[config.mk]
export PLATFORM = sky130hd
export DESIGN_NAME = row_sort_by_key_column
export DESIGN_NICKNAME = d
export VERILOG_FILES = /design/src/rtl/core/rsk_pkg.sv /design/src/rtl/core/row_sort_by_key_column.sv /design/src/rtl/core/rsk_store.sv /design/src/rtl/core/rsk_seq.sv
export SDC_FILE = /design/constraint.sdc
export NUM_CORES = 2
export LEC_CHECK = 0
export BUFFER_PORTS_ARGS = -buffer_cell sky130_fd_sc_hd__buf_2
export CAP_MARGIN = 25
export CELL_PAD_IN_SITES_DETAIL_PLACEMENT = 1
export CELL_PAD_IN_SITES_GLOBAL_PLACEMENT = 2
export CORE_MARGIN = 8
export CORE_UTILIZATION = 54
export CTS_CLUSTER_SIZE = 10
export DETAILED_ROUTE_END_ITERATION = 8
export PLACE_DENSITY_LB_ADDON = 0.1
export SKIP_LAST_GASP = 1
export SLEW_MARGIN = 20
export SYNTH_ARGS = -nofsm -noshare
export SYNTH_HDL_FRONTEND = slang
export SYNTH_HIERARCHICAL = 1
export SYNTH_SLANG_ARGS = --single-unit
[constraint.sdc]
create_clock -name aclk -period 17.2 [get_ports aclk]
set_clock_uncertainty 0.2 [all_clocks]
set_input_delay 1.72 -clock aclk [delete_from_list [all_inputs] [get_ports aclk]]
set_output_delay 1.72 -clock aclk [all_outputs]
set_load 0.05 [all_outputs]
[src/rtl/core/rsk_pkg.sv]
// ----------------------------------------------------------------------------
// rsk_pkg: shared types and constants for the row sorter
// Field widths, register map codes and the sort geometry bundle.
// ----------------------------------------------------------------------------
package rsk_pkg;

    localparam int DATA_W = 32;
    localparam int ROW_W  = 4;
    localparam int COL_W  = 4;
    localparam int KEY_W  = 3;
    localparam int CNT_W  = 7;
    localparam int TOT_W  = ROW_W + COL_W;

    localparam int MAX_ROWS_DEF = 8;
    localparam int MAX_COLS_DEF = 8;

    localparam int APB_AW = 4;

    // register indexes (byte address 4*index)
    localparam logic [1:0] REG_ROW_COUNT  = 2'd0;
    localparam logic [1:0] REG_COL_COUNT  = 2'd1;
    localparam logic [1:0] REG_KEY_COLUMN = 2'd2;

    // effective geometry, already clamped
    typedef struct packed {
        logic [ROW_W-1:0] rows;
        logic [COL_W-1:0] cols;
        logic [KEY_W-1:0] key;
        logic [TOT_W-1:0] total;
    } sort_cfg_t;

endpackage

[src/rtl/core/row_sort_by_key_column.sv]
// ----------------------------------------------------------------------------
// row_sort_by_key_column: descending row sort on one key column
// Loads a row-major matrix, exchange-sorts whole rows by the key column
// and streams the sorted matrix back out row-major.
//
//   channel  | direction | transaction payload
//   ---------+-----------+------------------------------------------------
//   s_       | in        | s_element_value (Q16.16)
//   m_       | out       | m_sorted_value (Q16.16), m_last_element
//   APB      | in/out    | row_count @0x0, col_count @0x4, key_column @0x8
//
// Load: one element per cycle. After the last element, the sort runs with
// one memory read pair and one signed comparator, comparing key pairs and
// swapping whole rows one column at a time, then streams the output element
// by element (stalled while m_ready is low). s_ready is low from the last element until
// the final output transaction is registered. Reset is synchronous; the
// element memory is not cleared.
// ----------------------------------------------------------------------------
module row_sort_by_key_column #(
    parameter int MAX_ROWS = rsk_pkg::MAX_ROWS_DEF,
    parameter int MAX_COLS = rsk_pkg::MAX_COLS_DEF
) (
    input  logic                        aclk,
    input  logic                        aresetn,
    input  logic                        psel,
    input  logic                        penable,
    input  logic                        pwrite,
    input  logic [rsk_pkg::APB_AW-1:0]  paddr,
    input  logic [31:0]                 pwdata,
    output logic [31:0]                 prdata,
    output logic                        pready,
    input  logic                        s_valid,
    output logic                        s_ready,
    input  logic signed [31:0]          s_element_value,
    output logic                        m_valid,
    input  logic                        m_ready,
    output logic signed [31:0]          m_sorted_value,
    output logic                        m_last_element
);

    localparam int DEPTH = MAX_ROWS * MAX_COLS;
    localparam int AW    = (DEPTH > 1) ? $clog2(DEPTH) : 1;

    logic [rsk_pkg::ROW_W-1:0] row_count_reg;
    logic [rsk_pkg::COL_W-1:0] col_count_reg;
    logic [rsk_pkg::KEY_W-1:0] key_column_reg;

    logic [1:0]                reg_idx;
    logic                      cfg_wr;
    rsk_pkg::sort_cfg_t        cfg;
    logic [rsk_pkg::COL_W-1:0] cols_m1;

    logic                        wr_en;
    logic [AW-1:0]               wr_addr;
    logic [rsk_pkg::DATA_W-1:0]  wr_data;
    logic [AW-1:0]               rd_addr_a;
    logic [AW-1:0]               rd_addr_b;
    logic [rsk_pkg::DATA_W-1:0]  rd_data_a;
    logic [rsk_pkg::DATA_W-1:0]  rd_data_b;
    logic [rsk_pkg::DATA_W-1:0]  m_data;

    assign reg_idx = paddr[3:2];
    assign cfg_wr  = psel && penable && pwrite;
    assign pready  = 1'b1;

    always_ff @(posedge aclk) begin
        if (!aresetn) begin
            row_count_reg  <= rsk_pkg::ROW_W'(4);
            col_count_reg  <= rsk_pkg::COL_W'(3);
            key_column_reg <= '0;
        end else if (cfg_wr) begin
            unique case (reg_idx)
                rsk_pkg::REG_ROW_COUNT:  row_count_reg  <= pwdata[rsk_pkg::ROW_W-1:0];
                rsk_pkg::REG_COL_COUNT:  col_count_reg  <= pwdata[rsk_pkg::COL_W-1:0];
                rsk_pkg::REG_KEY_COLUMN: key_column_reg <= pwdata[rsk_pkg::KEY_W-1:0];
                default: begin
                end
            endcase
        end
    end

    always_comb begin
        unique case (reg_idx)
            rsk_pkg::REG_ROW_COUNT:  prdata = 32'(row_count_reg);
            rsk_pkg::REG_COL_COUNT:  prdata = 32'(col_count_reg);
            rsk_pkg::REG_KEY_COLUMN: prdata = 32'(key_column_reg);
            default:                 prdata = '0;
        endcase
    end

    // clamp sizes to 1..MAX and the key column to cols-1
    always_comb begin
        if (row_count_reg == '0) begin
            cfg.rows = rsk_pkg::ROW_W'(1);
        end else if (int'(row_count_reg) > MAX_ROWS) begin
            cfg.rows = rsk_pkg::ROW_W'(MAX_ROWS);
        end else begin
            cfg.rows = row_count_reg;
        end
        if (col_count_reg == '0) begin
            cfg.cols = rsk_pkg::COL_W'(1);
        end else if (int'(col_count_reg) > MAX_COLS) begin
            cfg.cols = rsk_pkg::COL_W'(MAX_COLS);
        end else begin
            cfg.cols = col_count_reg;
        end
        cols_m1 = cfg.cols - 1'b1;
        if (rsk_pkg::COL_W'(key_column_reg) > cols_m1) begin
            cfg.key = rsk_pkg::KEY_W'(cols_m1);
        end else begin
            cfg.key = key_column_reg;
        end
        cfg.total = rsk_pkg::TOT_W'(cfg.rows) * rsk_pkg::TOT_W'(cfg.cols);
    end

    rsk_store #(
        .DEPTH (DEPTH),
        .AW    (AW)
    ) u_store (
        .aclk      (aclk),
        .wr_en     (wr_en),
        .wr_addr   (wr_addr),
        .wr_data   (wr_data),
        .rd_addr_a (rd_addr_a),
        .rd_addr_b (rd_addr_b),
        .rd_data_a (rd_data_a),
        .rd_data_b (rd_data_b)
    );

    rsk_seq #(
        .DEPTH (DEPTH),
        .AW    (AW)
    ) u_seq (
        .aclk      (aclk),
        .aresetn   (aresetn),
        .cfg       (cfg),
        .s_valid   (s_valid),
        .s_ready   (s_ready),
        .s_data    (s_element_value),
        .m_valid   (m_valid),
        .m_ready   (m_ready),
        .m_data    (m_data),
        .m_last    (m_last_element),
        .wr_en     (wr_en),
        .wr_addr   (wr_addr),
        .wr_data   (wr_data),
        .rd_addr_a (rd_addr_a),
        .rd_addr_b (rd_addr_b),
        .rd_data_a (rd_data_a),
        .rd_data_b (rd_data_b)
    );

    assign m_sorted_value = m_data;

endmodule

[src/rtl/core/rsk_store.sv]
// ----------------------------------------------------------------------------
// rsk_store: element memory
// One write port, two read ports with registered read data.
// ----------------------------------------------------------------------------
module rsk_store #(
    parameter int DEPTH = 64,
    parameter int AW    = 6
) (
    input  logic                      aclk,
    input  logic                      wr_en,
    input  logic [AW-1:0]             wr_addr,
    input  logic [rsk_pkg::DATA_W-1:0] wr_data,
    input  logic [AW-1:0]             rd_addr_a,
    input  logic [AW-1:0]             rd_addr_b,
    output logic [rsk_pkg::DATA_W-1:0] rd_data_a,
    output logic [rsk_pkg::DATA_W-1:0] rd_data_b
);

    logic [rsk_pkg::DATA_W-1:0] mem [DEPTH];
    logic [rsk_pkg::DATA_W-1:0] rd_a_reg;
    logic [rsk_pkg::DATA_W-1:0] rd_b_reg;

    always_ff @(posedge aclk) begin
        if (wr_en) begin
            mem[wr_addr] <= wr_data;
        end
        rd_a_reg <= mem[rd_addr_a];
        rd_b_reg <= mem[rd_addr_b];
    end

    assign rd_data_a = rd_a_reg;
    assign rd_data_b = rd_b_reg;

endmodule

[src/rtl/core/rsk_seq.sv]
// ----------------------------------------------------------------------------
// rsk_seq: load / sort / emit sequencer
// Drives the element memory, runs the exchange sort with one signed
// comparator and streams the sorted matrix out through an output register.
// ----------------------------------------------------------------------------
module rsk_seq #(
    parameter int DEPTH = 64,
    parameter int AW    = 6
) (
    input  logic                       aclk,
    input  logic                       aresetn,
    input  rsk_pkg::sort_cfg_t         cfg,
    input  logic                       s_valid,
    output logic                       s_ready,
    input  logic [rsk_pkg::DATA_W-1:0] s_data,
    output logic                       m_valid,
    input  logic                       m_ready,
    output logic [rsk_pkg::DATA_W-1:0] m_data,
    output logic                       m_last,
    output logic                       wr_en,
    output logic [AW-1:0]              wr_addr,
    output logic [rsk_pkg::DATA_W-1:0] wr_data,
    output logic [AW-1:0]              rd_addr_a,
    output logic [AW-1:0]              rd_addr_b,
    input  logic [rsk_pkg::DATA_W-1:0] rd_data_a,
    input  logic [rsk_pkg::DATA_W-1:0] rd_data_b
);

    // wide enough for row*cols+col with 4-bit operands
    localparam int XW = (AW > 9) ? AW : 9;

    typedef enum logic [2:0] {
        ST_LOAD,
        ST_CMP_RD,
        ST_CMP,
        ST_SWP_RD,
        ST_SWP_WA,
        ST_SWP_WB,
        ST_EMIT_RD,
        ST_EMIT_LD
    } state_t;

    state_t                       state_reg;
    logic [rsk_pkg::CNT_W-1:0]    load_cnt_reg;
    logic [rsk_pkg::ROW_W-1:0]    i_reg;
    logic [rsk_pkg::ROW_W-1:0]    j_reg;
    logic [rsk_pkg::COL_W-1:0]    k_reg;
    logic [rsk_pkg::TOT_W-1:0]    n_reg;
    logic [rsk_pkg::DATA_W-1:0]   hold_reg;
    logic                         m_valid_reg;
    logic [rsk_pkg::DATA_W-1:0]   m_data_reg;
    logic                         m_last_reg;

    logic [rsk_pkg::CNT_W-1:0]    cnt_inc;
    logic [AW-1:0]                load_idx;
    logic [rsk_pkg::COL_W-1:0]    col_sel;
    logic [XW-1:0]                addr_a_w;
    logic [XW-1:0]                addr_b_w;
    logic [AW-1:0]                addr_a;
    logic [AW-1:0]                addr_b;
    logic                         do_swap;
    logic                         n_last;
    logic                         out_free;
    logic [rsk_pkg::ROW_W:0]      j_inc;
    logic [rsk_pkg::ROW_W:0]      i_inc2;

    assign cnt_inc = load_cnt_reg + 1'b1;

    always_comb begin
        if (int'(load_cnt_reg) >= DEPTH) begin
            load_idx = AW'(DEPTH - 1);
        end else begin
            load_idx = AW'(load_cnt_reg);
        end
    end

    assign col_sel  = (state_reg == ST_CMP_RD || state_reg == ST_CMP)
                      ? rsk_pkg::COL_W'(cfg.key) : k_reg;
    assign addr_a_w = XW'(i_reg) * XW'(cfg.cols) + XW'(col_sel);
    assign addr_b_w = XW'(j_reg) * XW'(cfg.cols) + XW'(col_sel);
    assign addr_a   = AW'(addr_a_w);
    assign addr_b   = AW'(addr_b_w);

    // the shared comparator: signed key order
    assign do_swap  = $signed(rd_data_a) < $signed(rd_data_b);

    assign n_last   = (n_reg + 1'b1) == cfg.total;
    assign out_free = !m_valid_reg || m_ready;
    assign j_inc    = {1'b0, j_reg} + 1'b1;
    assign i_inc2   = {1'b0, i_reg} + 2'd2;

    // memory port steering
    always_comb begin
        wr_en     = 1'b0;
        wr_addr   = addr_a;
        wr_data   = rd_data_b;
        rd_addr_a = addr_a;
        rd_addr_b = addr_b;
        unique case (state_reg)
            ST_LOAD: begin
                wr_en   = s_valid;
                wr_addr = load_idx;
                wr_data = s_data;
            end
            ST_SWP_WA: begin
                wr_en   = 1'b1;
                wr_addr = addr_a;
                wr_data = rd_data_b;
            end
            ST_SWP_WB: begin
                wr_en   = 1'b1;
                wr_addr = addr_b;
                wr_data = hold_reg;
            end
            ST_EMIT_RD, ST_EMIT_LD: begin
                rd_addr_a = AW'(n_reg);
            end
            default: begin
            end
        endcase
    end

    always_ff @(posedge aclk) begin
        if (!aresetn) begin
            state_reg    <= ST_LOAD;
            load_cnt_reg <= '0;
            i_reg        <= '0;
            j_reg        <= '0;
            k_reg        <= '0;
            n_reg        <= '0;
            m_valid_reg  <= 1'b0;
            m_last_reg   <= 1'b0;
        end else begin
            // in ST_EMIT_LD the output register is reloaded below instead
            if (m_valid_reg && m_ready && state_reg != ST_EMIT_LD) begin
                m_valid_reg <= 1'b0;
            end
            unique case (state_reg)
                ST_LOAD: begin
                    if (s_valid) begin
                        if ({1'b0, cnt_inc} >= cfg.total) begin
                            load_cnt_reg <= '0;
                            i_reg        <= '0;
                            j_reg        <= rsk_pkg::ROW_W'(1);
                            n_reg        <= '0;
                            state_reg    <= (cfg.rows > rsk_pkg::ROW_W'(1))
                                            ? ST_CMP_RD : ST_EMIT_RD;
                        end else begin
                            load_cnt_reg <= cnt_inc;
                        end
                    end
                end
                ST_CMP_RD: begin
                    state_reg <= ST_CMP;
                end
                ST_CMP: begin
                    if (do_swap) begin
                        k_reg     <= '0;
                        state_reg <= ST_SWP_RD;
                    end else if (j_inc < {1'b0, cfg.rows}) begin
                        j_reg     <= rsk_pkg::ROW_W'(j_inc);
                        state_reg <= ST_CMP_RD;
                    end else if (i_inc2 < {1'b0, cfg.rows}) begin
                        i_reg     <= i_reg + 1'b1;
                        j_reg     <= rsk_pkg::ROW_W'(i_inc2);
                        state_reg <= ST_CMP_RD;
                    end else begin
                        state_reg <= ST_EMIT_RD;
                    end
                end
                ST_SWP_RD: begin
                    state_reg <= ST_SWP_WA;
                end
                ST_SWP_WA: begin
                    hold_reg  <= rd_data_a;
                    state_reg <= ST_SWP_WB;
                end
                ST_SWP_WB: begin
                    if (k_reg + 1'b1 != cfg.cols) begin
                        k_reg     <= k_reg + 1'b1;
                        state_reg <= ST_SWP_RD;
                    end else if (j_inc < {1'b0, cfg.rows}) begin
                        j_reg     <= rsk_pkg::ROW_W'(j_inc);
                        state_reg <= ST_CMP_RD;
                    end else if (i_inc2 < {1'b0, cfg.rows}) begin
                        i_reg     <= i_reg + 1'b1;
                        j_reg     <= rsk_pkg::ROW_W'(i_inc2);
                        state_reg <= ST_CMP_RD;
                    end else begin
                        state_reg <= ST_EMIT_RD;
                    end
                end
                ST_EMIT_RD: begin
                    state_reg <= ST_EMIT_LD;
                end
                ST_EMIT_LD: begin
                    // read address still points at n, so the data stays valid
                    if (out_free) begin
                        m_valid_reg <= 1'b1;
                        m_data_reg  <= rd_data_a;
                        m_last_reg  <= n_last;
                        if (n_last) begin
                            n_reg     <= '0;
                            state_reg <= ST_LOAD;
                        end else begin
                            n_reg     <= n_reg + 1'b1;
                            state_reg <= ST_EMIT_RD;
                        end
                    end
                end
                default: begin
                    state_reg <= ST_LOAD;
                end
            endcase
        end
    end

    assign s_ready = (state_reg == ST_LOAD);
    assign m_valid = m_valid_reg;
    assign m_data  = m_data_reg;
    assign m_last  = m_last_reg;

endmodule
==> flow_metrics.env <==
export IMPL_status="finished clean"
export IMPL_drt_pass1_iterations=8
export IMPL_synthAdderAreaFrac_pct=1.37
export IMPL_p_per_area_nw_per_um2=146
export IMPL_async_reset_ff_share_pct=0
export IMPL_vias_per_cell=7.23
export IMPL_finalMaxSlewViolations=0
export IMPL_yosys_register_bits=2219
export IMPL_critPathCaptureType="register"
export IMPL_yosys_mux_area_fraction_pct=27.0
export IMPL_layout_common_cells="edfxtp_1 (2112), mux4_2 (1124), clkbuf_16 (288)"
export IMPL_antenna_found_initial=16
export IMPL_ios=143
export IMPL_ys_types=78
export IMPL_critPathRequiredTime_ns=17.80
export IMPL_placed_area_um2=108000
export IMPL_ys_warn_count=6
export IMPL_synth_xor_area_share_pct=0.379
export IMPL_clk_latency_ns=0.94
export IMPL_final_area_um2=116000
export IMPL_initial_core_util_pct=54.2
export IMPL_largest_register="u_store/mem"
export IMPL_r2r_end="u_store/rd_data_b[17]"
export IMPL_syn_area_um2=104000
export IMPL_syn_inst=5320
export IMPL_synth_edff_count=2112
export IMPL_finalCritPeriodShare_pct=49.2
export IMPL_cap_violations=0
export IMPL_clkTransAtPathRegs_ns=0.05
export IMPL_critPathLaunch="col_count_reg[2]"
export IMPL_synth_top_family_by_area="multiplexers"
export IMPL_tightest_slew_ns=1.15
export IMPL_grt_use_total_pct=31.9
export IMPL_htree_levels=5
export IMPL_drt_iter0_drc=7760
export IMPL_crit_top_cell="buf_4"
export IMPL_hold_buffers=0
export IMPL_cts_tree="yes"
export IMPL_cts_sinks=2219
export IMPL_row_count=161
export IMPL_max_slew_margin_rel_pct=23.0
export IMPL_place_hpwl_mm=189
export IMPL_rsz0062_at_grt="false"
export IMPL_placedCellCount=7716
export IMPL_layoutNonFillerInstCount=8138
export IMPL_cts_setup_buffers=0
export IMPL_via_count=58800
export IMPL_hold_viol=0
export IMPL_cts_inserted_buffers=278
export IMPL_drive_above_1_share_pct=33.2
export IMPL_dieHeight_um=455
export IMPL_clockBufferDepth=4
export IMPL_r2r_setup_slack_ns=8.73
export IMPL_mostFrequentLayoutCell="edfxtp_1"
export IMPL_synthToLayoutAreaGrowth_pct=11.2
export IMPL_port_buffers=83
export IMPL_cts_root_buf="clkbuf_16"
export IMPL_fin_nets=5653
export IMPL_drc=0
export IMPL_yosys_most_used_dff="edfxtp_1"
export IMPL_peakVddDrop_mv=0.0896
export IMPL_ctsResizeCount=0
export IMPL_gr_total_overflow=0
export IMPL_design_core_area_um2=192000
export IMPL_slowest_stage="fa_4"
export IMPL_fill_cells=16000
export IMPL_ant_nets=0
export IMPL_arrival_ns=9.06
export IMPL_fin_setup_tns_ns=0
export IMPL_critPathLaunchType="register"
export IMPL_setup_viol=0
export IMPL_crit_path_max_incr_delay_ns=1.03
export IMPL_rr_worst_depth=19
export IMPL_wl_per_cell_um=40.6
export IMPL_path_cells="nor2_1 > o21bai_1 > ha_1 > ha_1 > nor2b_1 > o21ai_0 > a32oi_1 > mux2i_1 > mux2_2 > fa_1 > fa_4 > buf_4 > buf_4 > buf_4 > mux4_2 > o22ai_1 > a211oi_1 > o21ai_0 > a211oi_1"
export IMPL_hold_path_class="register to register"
export IMPL_gp_routability_congestion=0.822
export IMPL_grt_pass1_wl_mm=464
export IMPL_min_period_ns=8.47
export IMPL_r2r_start="col_count_reg[2]"
export IMPL_largest_reg_flops=2048
export IMPL_syn_avg_cell_area_um2=19.5
export IMPL_cp_max_fo=59
export IMPL_grt_pass1_vias=61000
export IMPL_finalWirelength_mm=330
export IMPL_ys_seq_area_share_pct=63.1
export IMPL_fmax_mhz=118
export IMPL_synthSimpleGateAreaFrac_pct=2.48
export IMPL_die_area_um2=207000
export IMPL_power_leakage_nw=35.1
export IMPL_die_w_um=455
export IMPL_grt_max_degree=108
export IMPL_path_class="register to register"
export IMPL_crit_end="u_store/rd_data_b[17]"
export IMPL_synth_compound_area_share_pct=3.30
[worst min path at each step]
stage	start	end	cells past startpoint
2_1_floorplan	u_store/rd_data_a[0]	u_seq/hold_reg[0]	0
3_3_place_gp	u_seq/n_reg[7]	u_seq/n_reg[7]	2
3_5_place_dp	u_seq/n_reg[7]	u_seq/n_reg[7]	2
4_1_cts	u_seq/n_reg[7]	u_seq/n_reg[7]	2
5_1_grt	u_store/rd_data_a[0]	u_seq/m_data[0]	0
6_report	u_seq/n_reg[7]	u_seq/n_reg[7]	2
[layout make-up]
class                   count  area [um2]  area share (%)
flip-flops and latches   2219       65600            56.7
multi-input cells        2631       36800            31.8
clock buffers             403        7650            6.61
well taps                2526        3160            2.73
repair buffers            261        2060            1.78
inverters                  83         312           0.269
clock inverters            13         113          0.0974
diodes                      2        5.00         0.00433
[routing by layer]
layer | share of wire (%) | GRT usage, %
met1 | 37 | 44.2
met3 | 12 | 8.11
met5 | 0.0076 | 0
met2 | 47 | 50.1
met4 | 3.8 | 11.0
[where the power goes]
group          switching [mW]  internal (mW)  total, mW
clock network            2.13           3.06       5.19
registers               0.215           6.96       7.17
logic                    2.83           1.71       4.54
total                    5.17           11.7       16.9
[synthesized netlist by cell type (all sizes together), types with 12 or more instances]
cell type,instances,area (um2)
a211oi,24,185
a21oi,90,454
a221oi,14,123
a22oi,127,953
a32oi,12,105
and2,38,238
buf,263,1630
clkbuf,150,574
dfxtp,107,2140
edfxtp,2112,63400
fa,16,320
ha,88,1100
inv,81,304
mux2,39,439
mux2i,228,2280
mux4,1124,25300
nand2,239,897
nand2b,14,95.1
nand3,29,150
nor2,130,488
nor2b,35,219
nor3,18,105
o211ai,28,210
o21ai,95,475
o221ai,15,131
o22ai,59,369
xnor2,30,263
xor2,15,131
[critical path: cells and delay by family (launching register included)]
family	cells	cell delay (ns)
simple gates	2	0.18
mux	3	0.88
buf+inv	3	2.21
flops	1	0.42
fa+ha+maj	4	2.22
compound gates	7	2.00
[cell families (layout without fill, tap and decap cells)]
group / Yosys count / count (layout)
muxes: 1391 / 1391
DFF: 2219 / 2219
adders and majority gates: 104 / 104
AOI/OAI and AO/OA: 511 / 511
other: 2 / 31
and+or+nand+nor: 551 / 551
xor gates and xnor gates: 45 / 45
buffers and inverters: 497 / 760
[stage by stage]
| stage | power, mW | util [%] | hold WS [ns] | worst slack [ns] |
|---|---|---|---|---|
| 2_1_floorplan | 10.1 | - | 0.226 | 9.96 |
| 3_3_place_gp | 11.6 | 56.0 | 0.271 | 8.85 |
| 3_5_place_dp | 11.7 | 56.1 | 0.284 | 8.78 |
| 4_1_cts | 16.9 | 60.2 | 0.293 | 8.75 |
| 5_1_grt | 17.4 | 60.2 | 0.298 | 8.24 |
| 6_report | 16.9 | 60.2 | 0.296 | 8.73 |
Power figures use the tool's default switching activity.
